File: config.mk
export PLATFORM = sky130hd
export DESIGN_NAME = days_until_anniversary_flat
export DESIGN_NICKNAME = d
export VERILOG_FILES = /design/src/design/dua_pkg.sv /design/src/design/dua_in_if.sv /design/src/design/dua_out_if.sv /design/src/design/dua_dp.sv /design/src/design/dua_ctrl.sv /design/src/design/days_until_anniversary.sv /design/src/flat_wrapper.sv
export SDC_FILE = /design/constraint.sdc
export NUM_CORES = 1
export LEC_CHECK = 0
export BUFFER_PORTS_ARGS = -buffer_cell sky130_fd_sc_hd__buf_2
export CAP_MARGIN = 30
export CORE_AREA = 4 4 99 101
export DETAILED_ROUTE_END_ITERATION = 6
export DIE_AREA = 0 0 103 105
export GPL_TIMING_DRIVEN = 0
export PLACE_DENSITY = 0.83
export SKIP_LAST_GASP = 1
export SYNTH_ARGS = -nofsm -noshare
export SYNTH_HDL_FRONTEND = slang
export SYNTH_SLANG_ARGS = --single-unit
File: constraint.sdc
create_clock -name clk -period 4.3 [get_ports clk]
set_input_delay 0.86 -clock clk [delete_from_list [all_inputs] [get_ports clk]]
set_output_delay 0.86 -clock clk [all_outputs]
set_load 0.1 [all_outputs]
File: src/design/dua_pkg.sv
// Package for the days-until-anniversary block: types, constants and month-length helpers.
package dua_pkg;

  localparam int unsigned DayW   = 5;
  localparam int unsigned MonthW = 4;
  localparam int unsigned YearW  = 14;
  localparam int unsigned DaysW  = 12;
  localparam int unsigned IdxW   = 5;
  localparam int unsigned Y400W  = 9;
  localparam int unsigned RedW   = 3;

  localparam logic [RedW-1:0]   RedLast  = 3'd5;
  localparam logic [MonthW-1:0] MonFeb   = 4'd2;
  localparam logic [DayW-1:0]   LeapDay  = 5'd29;
  localparam logic [IdxW-1:0]   LastMon  = 5'd12;
  localparam logic [IdxW-1:0]   FirstMon = 5'd1;
  localparam logic [Y400W-1:0]  CycEnd   = 9'd399;
  localparam logic [Y400W-1:0]  Cent1    = 9'd100;
  localparam logic [Y400W-1:0]  Cent2    = 9'd200;
  localparam logic [Y400W-1:0]  Cent3    = 9'd300;
  localparam logic [DaysW-1:0]  JanFebLeap = 12'd60;

  typedef enum logic [3:0] {
    OP_NONE,
    OP_LOAD,
    OP_REDUCE,
    OP_INIT_ZERO,
    OP_INIT_29,
    OP_INIT_JAN,
    OP_INIT_DIFF,
    OP_INIT_REST,
    OP_ADD_MONTH,
    OP_NEXT_YEAR,
    OP_ADD_AD,
    OP_ADD_60
  } dp_op_t;

  typedef struct packed {
    dp_op_t          op;
    logic [RedW-1:0] red_idx;
  } dp_cmd_t;

  typedef struct packed {
    logic eq;
    logic leapday_anniv;
    logic passed;
    logic same_month;
    logic leap;
    logic tm_is_feb;
    logic tm_lt_feb;
    logic i_le_12;
    logic i_lt_am;
  } dp_stat_t;

  // Month length for months 1..12, zero for anything else.
  function automatic logic [DayW-1:0] mlen(input logic [IdxW-1:0] m, input logic lp);
    logic [DayW-1:0] d;
    case (m)
      5'd1:    d = 5'd31;
      5'd2:    d = lp ? 5'd29 : 5'd28;
      5'd3:    d = 5'd31;
      5'd4:    d = 5'd30;
      5'd5:    d = 5'd31;
      5'd6:    d = 5'd30;
      5'd7:    d = 5'd31;
      5'd8:    d = 5'd31;
      5'd9:    d = 5'd30;
      5'd10:   d = 5'd31;
      5'd11:   d = 5'd30;
      5'd12:   d = 5'd31;
      default: d = 5'd0;
    endcase
    return d;
  endfunction

  // Multiples of 400 used by the restoring reduction of the year.
  function automatic logic [YearW-1:0] red_step(input logic [RedW-1:0] idx);
    logic [YearW-1:0] s;
    case (idx)
      3'd0:    s = 14'd12800;
      3'd1:    s = 14'd6400;
      3'd2:    s = 14'd3200;
      3'd3:    s = 14'd1600;
      3'd4:    s = 14'd800;
      3'd5:    s = 14'd400;
      default: s = 14'd0;
    endcase
    return s;
  endfunction

endpackage

File: src/design/dua_in_if.sv
// Input channel interface: valid/ready handshake with the date payload.
interface dua_in_if
  import dua_pkg::*;
();
  logic              valid;
  logic              ready;
  logic [DayW-1:0]   anniv_day;
  logic [MonthW-1:0] anniv_month;
  logic [DayW-1:0]   today_day;
  logic [MonthW-1:0] today_month;
  logic [YearW-1:0]  today_year;

  modport source (output valid, anniv_day, anniv_month, today_day, today_month, today_year,
                  input ready);
  modport sink (input valid, anniv_day, anniv_month, today_day, today_month, today_year,
                output ready);
endinterface

File: src/design/dua_out_if.sv
// Result channel interface: valid/ready handshake with the day count.
interface dua_out_if
  import dua_pkg::*;
();
  logic             valid;
  logic             ready;
  logic [DaysW-1:0] days_left;

  modport source (output valid, days_left, input ready);
  modport sink (input valid, days_left, output ready);
endinterface

File: src/design/dua_dp.sv
// Datapath: input registers, year-mod-400 counter, month index and day accumulator.
module dua_dp
  import dua_pkg::*;
(
  input  logic              clk,
  input  dp_cmd_t           cmd,
  input  logic [DayW-1:0]   in_anniv_day,
  input  logic [MonthW-1:0] in_anniv_month,
  input  logic [DayW-1:0]   in_today_day,
  input  logic [MonthW-1:0] in_today_month,
  input  logic [YearW-1:0]  in_today_year,
  output dp_stat_t          stat,
  output logic [DaysW-1:0]  days_left
);

  logic [DayW-1:0]   ad_r, td_r;
  logic [MonthW-1:0] am_r, tm_r;
  logic [YearW-1:0]  yrem_r, yrem_nxt;
  logic [DaysW-1:0]  acc_r, acc_nxt;
  logic [IdxW-1:0]   i_r, i_nxt;

  logic [Y400W-1:0]  y400;
  logic              leap;
  logic [DaysW-1:0]  ad_x, td_x, mlen_tm, mlen_i;
  logic [YearW-1:0]  sub;

  // After the reduction the year register holds the year modulo 400.
  assign y400 = yrem_r[Y400W-1:0];
  assign leap = (y400[1:0] == 2'b00) && (y400 != Cent1) && (y400 != Cent2) && (y400 != Cent3);

  assign ad_x    = {{(DaysW-DayW){1'b0}}, ad_r};
  assign td_x    = {{(DaysW-DayW){1'b0}}, td_r};
  assign mlen_tm = {{(DaysW-DayW){1'b0}}, mlen({1'b0, tm_r}, leap)};
  assign mlen_i  = {{(DaysW-DayW){1'b0}}, mlen(i_r, leap)};
  assign sub     = red_step(cmd.red_idx);

  always_comb begin
    yrem_nxt = yrem_r;
    acc_nxt  = acc_r;
    i_nxt    = i_r;
    case (cmd.op)
      OP_REDUCE: begin
        if (yrem_r >= sub) begin
          yrem_nxt = yrem_r - sub;
        end
      end
      OP_INIT_ZERO: acc_nxt = '0;
      OP_INIT_29:   acc_nxt = {{(DaysW-DayW){1'b0}}, LeapDay} - td_x;
      OP_INIT_JAN:  acc_nxt = mlen_tm - td_x + {{(DaysW-DayW){1'b0}}, LeapDay};
      OP_INIT_DIFF: acc_nxt = ad_x - td_x;
      OP_INIT_REST: begin
        acc_nxt = mlen_tm - td_x;
        i_nxt   = {1'b0, tm_r} + FirstMon;
      end
      OP_ADD_MONTH: begin
        acc_nxt = acc_r + mlen_i;
        i_nxt   = i_r + FirstMon;
      end
      OP_NEXT_YEAR: begin
        yrem_nxt = (y400 == CycEnd) ? '0 : yrem_r + {{(YearW-1){1'b0}}, 1'b1};
        i_nxt    = FirstMon;
      end
      OP_ADD_AD: acc_nxt = acc_r + ad_x;
      OP_ADD_60: acc_nxt = acc_r + JanFebLeap;
      default: ;
    endcase
  end

  always_ff @(posedge clk) begin
    if (cmd.op == OP_LOAD) begin
      ad_r   <= in_anniv_day;
      am_r   <= in_anniv_month;
      td_r   <= in_today_day;
      tm_r   <= in_today_month;
      yrem_r <= in_today_year;
    end else begin
      yrem_r <= yrem_nxt;
    end
    acc_r <= acc_nxt;
    i_r   <= i_nxt;
  end

  assign stat.eq            = (am_r == tm_r) && (ad_r == td_r);
  assign stat.leapday_anniv = (am_r == MonFeb) && (ad_r == LeapDay);
  assign stat.passed        = (am_r < tm_r) || ((am_r == tm_r) && (ad_r < td_r));
  assign stat.same_month    = (am_r == tm_r);
  assign stat.leap          = leap;
  assign stat.tm_is_feb     = (tm_r == MonFeb);
  assign stat.tm_lt_feb     = (tm_r < MonFeb);
  assign stat.i_le_12       = (i_r <= LastMon);
  assign stat.i_lt_am       = (i_r < {1'b0, am_r});

  assign days_left = acc_r;

endmodule

File: src/design/dua_ctrl.sv
// Controller: state machine that sequences the datapath through one query.
module dua_ctrl
  import dua_pkg::*;
(
  input  logic     clk,
  input  logic     rst_n,
  input  logic     in_valid,
  output logic     in_ready,
  output logic     out_valid,
  input  logic     out_ready,
  input  dp_stat_t stat,
  output dp_cmd_t  cmd
);

  typedef enum logic [7:0] {
    S_IDLE   = 8'b0000_0001,
    S_REDUCE = 8'b0000_0010,
    S_INIT   = 8'b0000_0100,
    S_REST   = 8'b0000_1000,
    S_YEAR   = 8'b0001_0000,
    S_SCAN   = 8'b0010_0000,
    S_EARLY  = 8'b0100_0000,
    S_DONE   = 8'b1000_0000
  } state_t;

  state_t          state_r, state_nxt;
  logic [RedW-1:0] red_cnt_r, red_cnt_nxt;

  always_comb begin
    state_nxt   = state_r;
    red_cnt_nxt = red_cnt_r;
    cmd.op      = OP_NONE;
    cmd.red_idx = red_cnt_r;
    case (state_r)
      S_IDLE: begin
        if (in_valid) begin
          cmd.op      = OP_LOAD;
          red_cnt_nxt = '0;
          state_nxt   = S_REDUCE;
        end
      end
      S_REDUCE: begin
        cmd.op      = OP_REDUCE;
        red_cnt_nxt = red_cnt_r + 3'd1;
        if (red_cnt_r == RedLast) begin
          state_nxt = S_INIT;
        end
      end
      S_INIT: begin
        if (stat.eq) begin
          cmd.op    = OP_INIT_ZERO;
          state_nxt = S_DONE;
        end else if (stat.leapday_anniv) begin
          if (stat.leap && stat.tm_is_feb) begin
            cmd.op    = OP_INIT_29;
            state_nxt = S_DONE;
          end else if (stat.leap && stat.tm_lt_feb) begin
            cmd.op    = OP_INIT_JAN;
            state_nxt = S_DONE;
          end else begin
            cmd.op    = OP_INIT_REST;
            state_nxt = S_REST;
          end
        end else if (stat.passed) begin
          cmd.op    = OP_INIT_REST;
          state_nxt = S_REST;
        end else if (stat.same_month) begin
          cmd.op    = OP_INIT_DIFF;
          state_nxt = S_DONE;
        end else begin
          cmd.op    = OP_INIT_REST;
          state_nxt = S_EARLY;
        end
      end
      S_REST: begin
        if (stat.i_le_12) begin
          cmd.op = OP_ADD_MONTH;
        end else begin
          cmd.op    = OP_NEXT_YEAR;
          state_nxt = stat.leapday_anniv ? S_YEAR : S_EARLY;
        end
      end
      S_YEAR: begin
        // A leap year ends the search: January and February still lie ahead.
        if (stat.leap) begin
          cmd.op    = OP_ADD_60;
          state_nxt = S_DONE;
        end else begin
          state_nxt = S_SCAN;
        end
      end
      S_SCAN: begin
        if (stat.i_le_12) begin
          cmd.op = OP_ADD_MONTH;
        end else begin
          cmd.op    = OP_NEXT_YEAR;
          state_nxt = S_YEAR;
        end
      end
      S_EARLY: begin
        if (stat.i_lt_am) begin
          cmd.op = OP_ADD_MONTH;
        end else begin
          cmd.op    = OP_ADD_AD;
          state_nxt = S_DONE;
        end
      end
      S_DONE: begin
        if (out_ready) begin
          state_nxt = S_IDLE;
        end
      end
      default: state_nxt = S_IDLE;
    endcase
  end

  always_ff @(posedge clk) begin
    if (!rst_n) begin
      state_r   <= S_IDLE;
      red_cnt_r <= '0;
    end else begin
      state_r   <= state_nxt;
      red_cnt_r <= red_cnt_nxt;
    end
  end

  assign in_ready  = (state_r == S_IDLE);
  assign out_valid = (state_r == S_DONE);

endmodule

File: src/design/days_until_anniversary.sv
// Top level: days from today's date to the next anniversary, one transaction at a time.
// One month length is added per cycle while months are summed, after a restoring reduction
// of the year modulo 400 by conditional subtraction of multiples of 400. One query is in
// flight; the next is taken the cycle after its result is accepted.
// Reset (rst_n, synchronous, active low) returns the controller to idle with no result pending.
module days_until_anniversary
  import dua_pkg::*;
(
  input  logic      clk,
  input  logic      rst_n,
  dua_in_if.sink    in_chan,
  dua_out_if.source out_chan
);

  dp_cmd_t  cmd;
  dp_stat_t stat;

  dua_ctrl u_ctrl (
    .clk       (clk),
    .rst_n     (rst_n),
    .in_valid  (in_chan.valid),
    .in_ready  (in_chan.ready),
    .out_valid (out_chan.valid),
    .out_ready (out_chan.ready),
    .stat      (stat),
    .cmd       (cmd)
  );

  dua_dp u_dp (
    .clk            (clk),
    .cmd            (cmd),
    .in_anniv_day   (in_chan.anniv_day),
    .in_anniv_month (in_chan.anniv_month),
    .in_today_day   (in_chan.today_day),
    .in_today_month (in_chan.today_month),
    .in_today_year  (in_chan.today_year),
    .stat           (stat),
    .days_left      (out_chan.days_left)
  );

endmodule
File: src/flat_wrapper.sv
// flat-port wrapper written by rule: the top's interface ports become plain ports
module days_until_anniversary_flat import dua_pkg::*;
  (clk, rst_n, in_chan_valid, in_chan_anniv_day, in_chan_anniv_month, in_chan_today_day, in_chan_today_month, in_chan_today_year, in_chan_ready, out_chan_valid, out_chan_days_left, out_chan_ready);
  dua_in_if in_chan_i ();
  dua_out_if out_chan_i ();
  input  logic clk;
  input  logic rst_n;
  input wire logic [$bits(in_chan_i.valid)-1:0] in_chan_valid;
  input wire logic [$bits(in_chan_i.anniv_day)-1:0] in_chan_anniv_day;
  input wire logic [$bits(in_chan_i.anniv_month)-1:0] in_chan_anniv_month;
  input wire logic [$bits(in_chan_i.today_day)-1:0] in_chan_today_day;
  input wire logic [$bits(in_chan_i.today_month)-1:0] in_chan_today_month;
  input wire logic [$bits(in_chan_i.today_year)-1:0] in_chan_today_year;
  output wire logic [$bits(in_chan_i.ready)-1:0] in_chan_ready;
  output wire logic [$bits(out_chan_i.valid)-1:0] out_chan_valid;
  output wire logic [$bits(out_chan_i.days_left)-1:0] out_chan_days_left;
  input wire logic [$bits(out_chan_i.ready)-1:0] out_chan_ready;
  assign in_chan_i.valid = in_chan_valid;
  assign in_chan_i.anniv_day = in_chan_anniv_day;
  assign in_chan_i.anniv_month = in_chan_anniv_month;
  assign in_chan_i.today_day = in_chan_today_day;
  assign in_chan_i.today_month = in_chan_today_month;
  assign in_chan_i.today_year = in_chan_today_year;
  assign in_chan_ready = in_chan_i.ready;
  assign out_chan_valid = out_chan_i.valid;
  assign out_chan_days_left = out_chan_i.days_left;
  assign out_chan_i.ready = out_chan_ready;
  days_until_anniversary u_core (.clk(clk), .rst_n(rst_n), .in_chan(in_chan_i), .out_chan(out_chan_i));
endmodule
# == After elaboration in Yosys (flattened, before gate mapping) ==
# Cells that the tools add are included.
# totals
in_bits,36
output_inout_bits,14
ff_bits,60
wordCells,151
# op_classes
magnitude_cmp,6
n_mux,38
reduce_logical,23
addsub,12
eq_ne,63
# op_table
cell,count
8-bit two-way mux,13
12-bit one-hot mux with 8 select lines,1
14-bit one-hot mux with 6 select lines,1
8-bit one-hot mux with 8 select lines,1
5-bit one-hot mux with 3 select lines,3
14-bit two-way mux,3
"4-bit equality test, second input constant",9
"4-bit by 3-bit equality test with 1-bit output, second input constant",8
14-bit one-hot mux with 2 select lines,1
"5-bit by 4-bit equality test with 1-bit output, second input constant",5
12-bit by 5-bit adder with 12-bit output,2
4-bit one-hot mux with 6 select lines,1
"4-bit by 2-bit equality test with 1-bit output, second input constant",5
"5-bit by 3-bit equality test with 1-bit output, second input constant",4
"14-bit by 1-bit adder with 14-bit output, second input constant",1
14-bit greater-or-equal comparator,1
7-bit OR reduction,2
14-bit subtractor,1
"12-bit by 5-bit adder with 12-bit output, second input constant",1
"12-bit by 6-bit adder with 12-bit output, second input constant",1
4-bit two-way mux,3
5-bit by 5-bit subtractor with 6-bit output,2
"5-bit by 2-bit equality test with 1-bit output, second input constant",2
"2-bit != test, second input constant",5
47 further kinds,66

# == Longest topological paths before layout ==
# logic_depth
ltp_word,13
depth_mapped,19
depth_no_buf,18

# == By module ==
# From an unflattened synthesis, not the netlist that was laid out.
# hier_totals
cells_unflattened,572
hier_area_um2,5117.4
# modules_own_cells
mod,area_per_inst_um2,n_inst,seq_area_each_um2,cells_each
dua_dp,4339.2,1,1471.4,475
dua_ctrl,778.2,1,220.2,97

# == Least setup slack after synthesis ==
# Ideal clock, no wire load.
# synth_path
path_kind,flip-flop to flip-flop
startpoint,reg u_core.u_dp.tm_r[3]
endpoint,"reg u_core.u_dp.acc_r[0], in the netlist u_core.u_dp.days_left[0], enable pin"
t_arrival_ns,3.401
path_buffers,2
setup_slack_ns,0.599
stages_incl_launch_ff,13
required_time_ns,4.000
setup_ns,0.300
cell_sequence,edfxtp_1 -> clkbuf_1 -> inv_1 -> ha_1 -> and4_1 -> and3_1 -> nor4_1 -> a2bb2oi_1 -> a211oi_1 -> clkbuf_1 -> nor2_1 -> o21ai_0 -> and2_1
# synth_between
elab_chain_len,9
word_cells_on_any_way,25
cone_classes,2 x order compare; 10 x eq/ne; 7 x mux; 6 x reduce/logical
# synth_rtl
element,line_no,rtl
start: declaration,dua_dp.sv:17,"logic [MonthW-1:0] am_r, tm_r;"
start signal: assignment,dua_dp.sv:74,tm_r <= in_today_month;
4-bit by 2-bit less-than comparator with 1-bit output / 4-bit equality test (equally long branches),-,
1-bit logical AND (on tied branches),"dua_ctrl.sv:57, dua_dp.sv:85",
2-bit two-way mux / 1-bit logical OR (equally long branches),"dua_ctrl.sv:57, dua_dp.sv:85",
2-bit two-way mux / 1-bit two-way mux (equally long branches),"dua_ctrl.sv:54, dua_ctrl.sv:64",
4-bit two-way mux,dua_ctrl.sv:53,end else if (stat.leapday_anniv) begin
4-bit two-way mux (*),dua_ctrl.sv:50,if (stat.eq) begin
4-bit one-hot mux with 6 select lines (*),dua_ctrl.sv:34,case (state_r)
4-bit equality test (tied with other cells),dua_dp.sv:41,case (cmd.op)
8-bit nonzero test (no line) (*),-,
end signal: assignment,dua_dp.sv:79,acc_r <= acc_nxt;
end: declaration,dua_dp.sv:19,"logic [DaysW-1:0] acc_r, acc_nxt;"
# Every way passes the cells marked *; elsewhere a longest branch is shown, timed or not.
# A chain may end at the register's enable or synchronous reset.

# == Final worst setup path ==
# layout_path
startpoint,reg u_core.u_dp.yrem_r[7]
endpoint,"reg u_core.u_dp.acc_r[8], in the netlist u_core.u_dp.days_left[8] (data pin)"
# layout_between
elab_chain_len,12
word_cells_on_any_way,29
cone_classes,3 x add/sub; 11 x eq/ne; 10 x mux; 5 x reduce/logical
# layout_rtl
element,line_no,rtl
start: declaration,dua_dp.sv:18,"logic [YearW-1:0] yrem_r, yrem_nxt;"
start signal: assignment,dua_dp.sv:75,yrem_r <= in_today_year;
start signal: assignment,dua_dp.sv:77,yrem_r <= yrem_nxt;
9-bit by 7-bit != test with 1-bit output,dua_dp.sv:29,assign leap = (y400[1:0] == 2'b00) && (y400 != Cent1) && (y400 != Cent2) && (y400 != Cent3);
1-bit logical AND (2 in series),dua_dp.sv:29,
1-bit logical AND (*),dua_dp.sv:29,
branches (longest 7 deep; another with 12-bit by 5-bit adder with 12-bit output),-,
12-bit one-hot mux with 8 select lines (*),dua_dp.sv:41,
net u_core.u_dp.acc_nxt[8],dua_dp.sv:19,
# Mark *: on every way through the listed nets, which the timed path passes.

==> impl_metrics.tcl <==
set metrics [dict create \
    core_um2 9020 \
    reg2reg_slack_ns 0.21 \
    setup-violations-final 0 \
    path_clk_slew_ns 0.07 \
    hold_buffers 0 \
    diodes 0 \
    end_kind "flip-flop" \
    core.rowCount 35 \
    path_class "reg2reg" \
    worstPathArrival_ns 4.17 \
    die_w_um 103 \
    whs_ns 0.531 \
    cp_slowest_cell "edfxtp_1" \
    layout-drive-gt1-share_pct 15.2 \
    gp_congestion 0.988 \
    crit_chain "nand4b_1, o31a_1, and2_1, buf_2, a21oi_1, a211oi_1, a21oi_1, o31ai_2, ha_2, fa_1, a21o_1, a21oi_2, nor2b_1, o21a_1, nand3_1, o31a_1, nor2b_1, o221ai_1" \
    p_leak_nw 2.43 \
    die_h_um 105 \
    clkLatencyLatePin_ns 0.35 \
    power_density_nw_per_um2 503 \
    ys_seq_elements 60 \
    critical_path_buf_inv_count 1 \
    drv_slew 0 \
    clock_skew_ns 0.00974 \
    slew_headroom_pct 52.7 \
    ctsRootBufferMaster "clkbuf_8" \
    irDropWorstVdd_v 0.000340 \
    grt_overflow 0 \
    hpwl_mm 10.4 \
    hp-class "reg2reg" \
    initialDrtViolationCount 472 \
    postRouteAntennaNets 0 \
    synth_area_per_cell_um2 8.87 \
    grt_pass1_wl_mm 22.2 \
    netlist_top_cells_area "edfxtp_1 (28%), ha_1 (10%), dfxtp_1 (4.2%), o21ai_0 (4.0%), nor2_1 (3.8%)" \
    yosysWarnings 0 \
    synth_compound_area_share_pct 22.0 \
    drc_errors 0 \
    synth_top_family_by_area "simple AND/OR/NAND/NOR gates" \
    fmax_ghz 0.244 \
    via_per_inst 6.45 \
    start_util_pct 57.7 \
    syn_inst 587 \
    synthArstFlopShare_pct 0 \
    crit_fanout 7 \
    synth_simple_gate_area_share_pct 22.7 \
    dr_total_vias 4969 \
    wl_per_cell_um 18.1 \
    cpLargestDelayFamily "compound AO/OA/AOI/OAI gates" \
    clk_path_buf_depth 2 \
    cap_violations 0 \
    cts_buffers 9 \
    place_ws_ns 0.0158 \
    syn_area_um2 5200 \
    required_ns 4.38 \
    finalHoldViolCount 0 \
    nets 737 \
    port-buffer-count 49 \
    antenna_found_initial 0 \
    yosysSeqAreaShare_pct 32.5 \
    outcome "complete, no violations" \
    track_usage_pct 25.9 \
    grt_pass1_vias 4716 \
    startpoint_type "flip-flop" \
    ys.flop_type "edfxtp_1" \
    period_minus_slack_ns 4.09 \
    io_pins 50 \
    setup_ws_ns 0.208 \
    yosys.area.top_type_share_pct 28.3 \
    cp_slowest_stage_delay_ns 0.50 \
    busiest_layer "met2" \
    htree_levels 3 \
    fin_crit_sh_pct 95.2 \
    synth-xor-area-share_pct 6.06 \
    muxShareOfSynthArea_pct 0.625 \
    use_met2_pct 41.5 \
    cts_tree "built" \
    synth_fp_nets 670 \
    yosys.area.top_type "edfxtp_1" \
    fin_util_pct 65.8 \
    yosysUniqueCellTypes 75 \
    detail_route.first_pass.iterations 6 \
    area_delta_synth_final_pct 14.0 \
    tns_ns 0 \
    synthAdderAreaFrac_pct 11.9 \
    worstMarginPinSlew_ns 0.708 \
    wirelength_mm 13.9 \
    grt.met3_usage_pct 3.00 \
    die_area_um2 10800 \
    grt_use_met1_pct 34.0 \
    synth_edf_count 49 \
    clock_sinks 60 \
    grt_max_degree 20 \
]
sequential cells by signal (all words and copies together), names as in the netlist:
signal                   count
u_core.u_dp.yrem_r          14
u_core.u_dp.i_r              5
u_core.u_ctrl.state_r        8
u_core.u_dp.tm_r             4
u_core.u_ctrl.red_cnt_r      3
u_core.u_dp.td_r             5
u_core.u_dp.am_r             4
u_core.u_dp.ad_r             5
u_core.u_dp.days_left       12
metal layers:
metal | vias up | share of wire, %
met5 | - | 0
met4 | 0 | 3.3
met3 | 47 | 7.1
met2 | 256 | 48
met1 | 2322 | 42
li1 | 2344 | -
through the flow:
step                      power [mW]  cells  instance area, um2
after floorplan                 1.99    587                5200
after global placement          2.25    747                5590
after detailed placement        2.31    748                5600
after CTS                       2.93    764                5830
after global routing            3.17    770                5930
final                           2.98    770                5930
worst register-to-register path, stage by stage, from the launching register on:
cell,delay [ns]
edfxtp_1,0.50
nand4b_1,0.23
o31a_1,0.35
and2_1,0.17
buf_2,0.16
a21oi_1,0.16
a211oi_1,0.07
a21oi_1,0.21
o31ai_2,0.14
ha_2,0.22
fa_1,0.41
a21o_1,0.21
a21oi_2,0.15
nor2b_1,0.07
o21a_1,0.20
nand3_1,0.15
o31a_1,0.17
nor2b_1,0.15
o221ai_1,0.13
path summary, 6_finish.rpt:
check,start,to,cells after the start
worst max-delay path,u_core.u_dp.yrem_r[7]$_DFFE_PP_,u_core.u_dp.days_left[8]$_DFFE_PP_,18
worst min-delay path,u_core.u_ctrl.red_cnt_r[1]$_SDFFE_PN0P_,u_core.u_ctrl.red_cnt_r[1]$_SDFFE_PN0P_,2
worst max register to register,u_core.u_dp.yrem_r[7]$_DFFE_PP_,u_core.u_dp.days_left[8]$_DFFE_PP_,18
worst min register to register,u_core.u_ctrl.red_cnt_r[1]$_SDFFE_PN0P_,u_core.u_ctrl.red_cnt_r[1]$_SDFFE_PN0P_,2
synthesized netlist by cell type, drive strengths merged, types with 3 or more instances:
cell	count
nor2	53
edfxtp	49
o21ai	44
ha	43
nand2	42
inv	36
a21oi	33
nand3	22
xnor2	22
nor2b	16
and3	14
nor3	14
xor2	14
clkbuf	12
a211oi	11
a21o	11
dfxtp	11
nor4	9
o21a	8
a31oi	7
and2	7
nand4	7
and4b	6
buf	6
nand4b	6
o21bai	6
or3	6
fa	4
o221a	4
o221ai	4
o31a	4
or4	4
a2111o	3
o211a	3
o211ai	3
o31ai	3
or2	3
where the power goes:
group / switching, mW / total, mW / internal [mW]
Sequential: 0.127 / 0.916 / 0.789
Combinational: 0.915 / 1.45 / 0.535
Clock: 0.238 / 0.618 / 0.381
cell usage in the layout, fill, tap and decap left out, drive strengths merged, types with 4 or more instances in the layout:
| cell type | count |
|---|---|
| o31a | 4 |
| o21a | 8 |
| nand3 | 22 |
| nand4b | 6 |
| nor3 | 14 |
| a21o | 11 |
| and4b | 6 |
| edfxtp | 49 |
| a31oi | 7 |
| nand2 | 42 |
| dfxtp | 11 |
| fa | 4 |
| a21oi | 33 |
| buf | 62 |
| o21ai | 44 |
| xor2 | 14 |
| nand4 | 7 |
| and2 | 7 |
| nor2 | 53 |
| ha | 43 |
| clkbuf | 22 |
| xnor2 | 22 |
| or3 | 6 |
| nor4 | 9 |
| and3 | 14 |
| nor2b | 16 |
| inv | 36 |
| o221a | 4 |
| or4 | 4 |
| o221ai | 4 |
| a211oi | 11 |
| o21bai | 6 |
layout make-up:
class                           instances  area (um2)
Clock buffer                           10         128
Sequential cell                        60        1690
Buffer                                 18        86.3
Inverter                               36         135
Clock inverter                          6         103
Fill cell                             718        3090
Multi-Input combinational cell        473        3340
Tap cell                              111         139
Timing Repair Buffer                   56         305
timing repair:
| item | in CTS | in global routing |
|---|---|---|
| buffers inserted | 0 | 5 |
| setup endpoints to repair | 0 | 17 |
| resized for setup | 0 | 10 |
kinds of logic (layout without fill, tap and decap cells):
family / count (synthesis) / count (layout)
buf+inv: 54 / 126
mux: 3 / 3
compound gates: 167 / 167
xor+xnor: 36 / 36
flops: 60 / 60
fa+ha+maj: 47 / 47
simple gates: 220 / 220
Note: power is estimated with default switching activity, not from simulation.
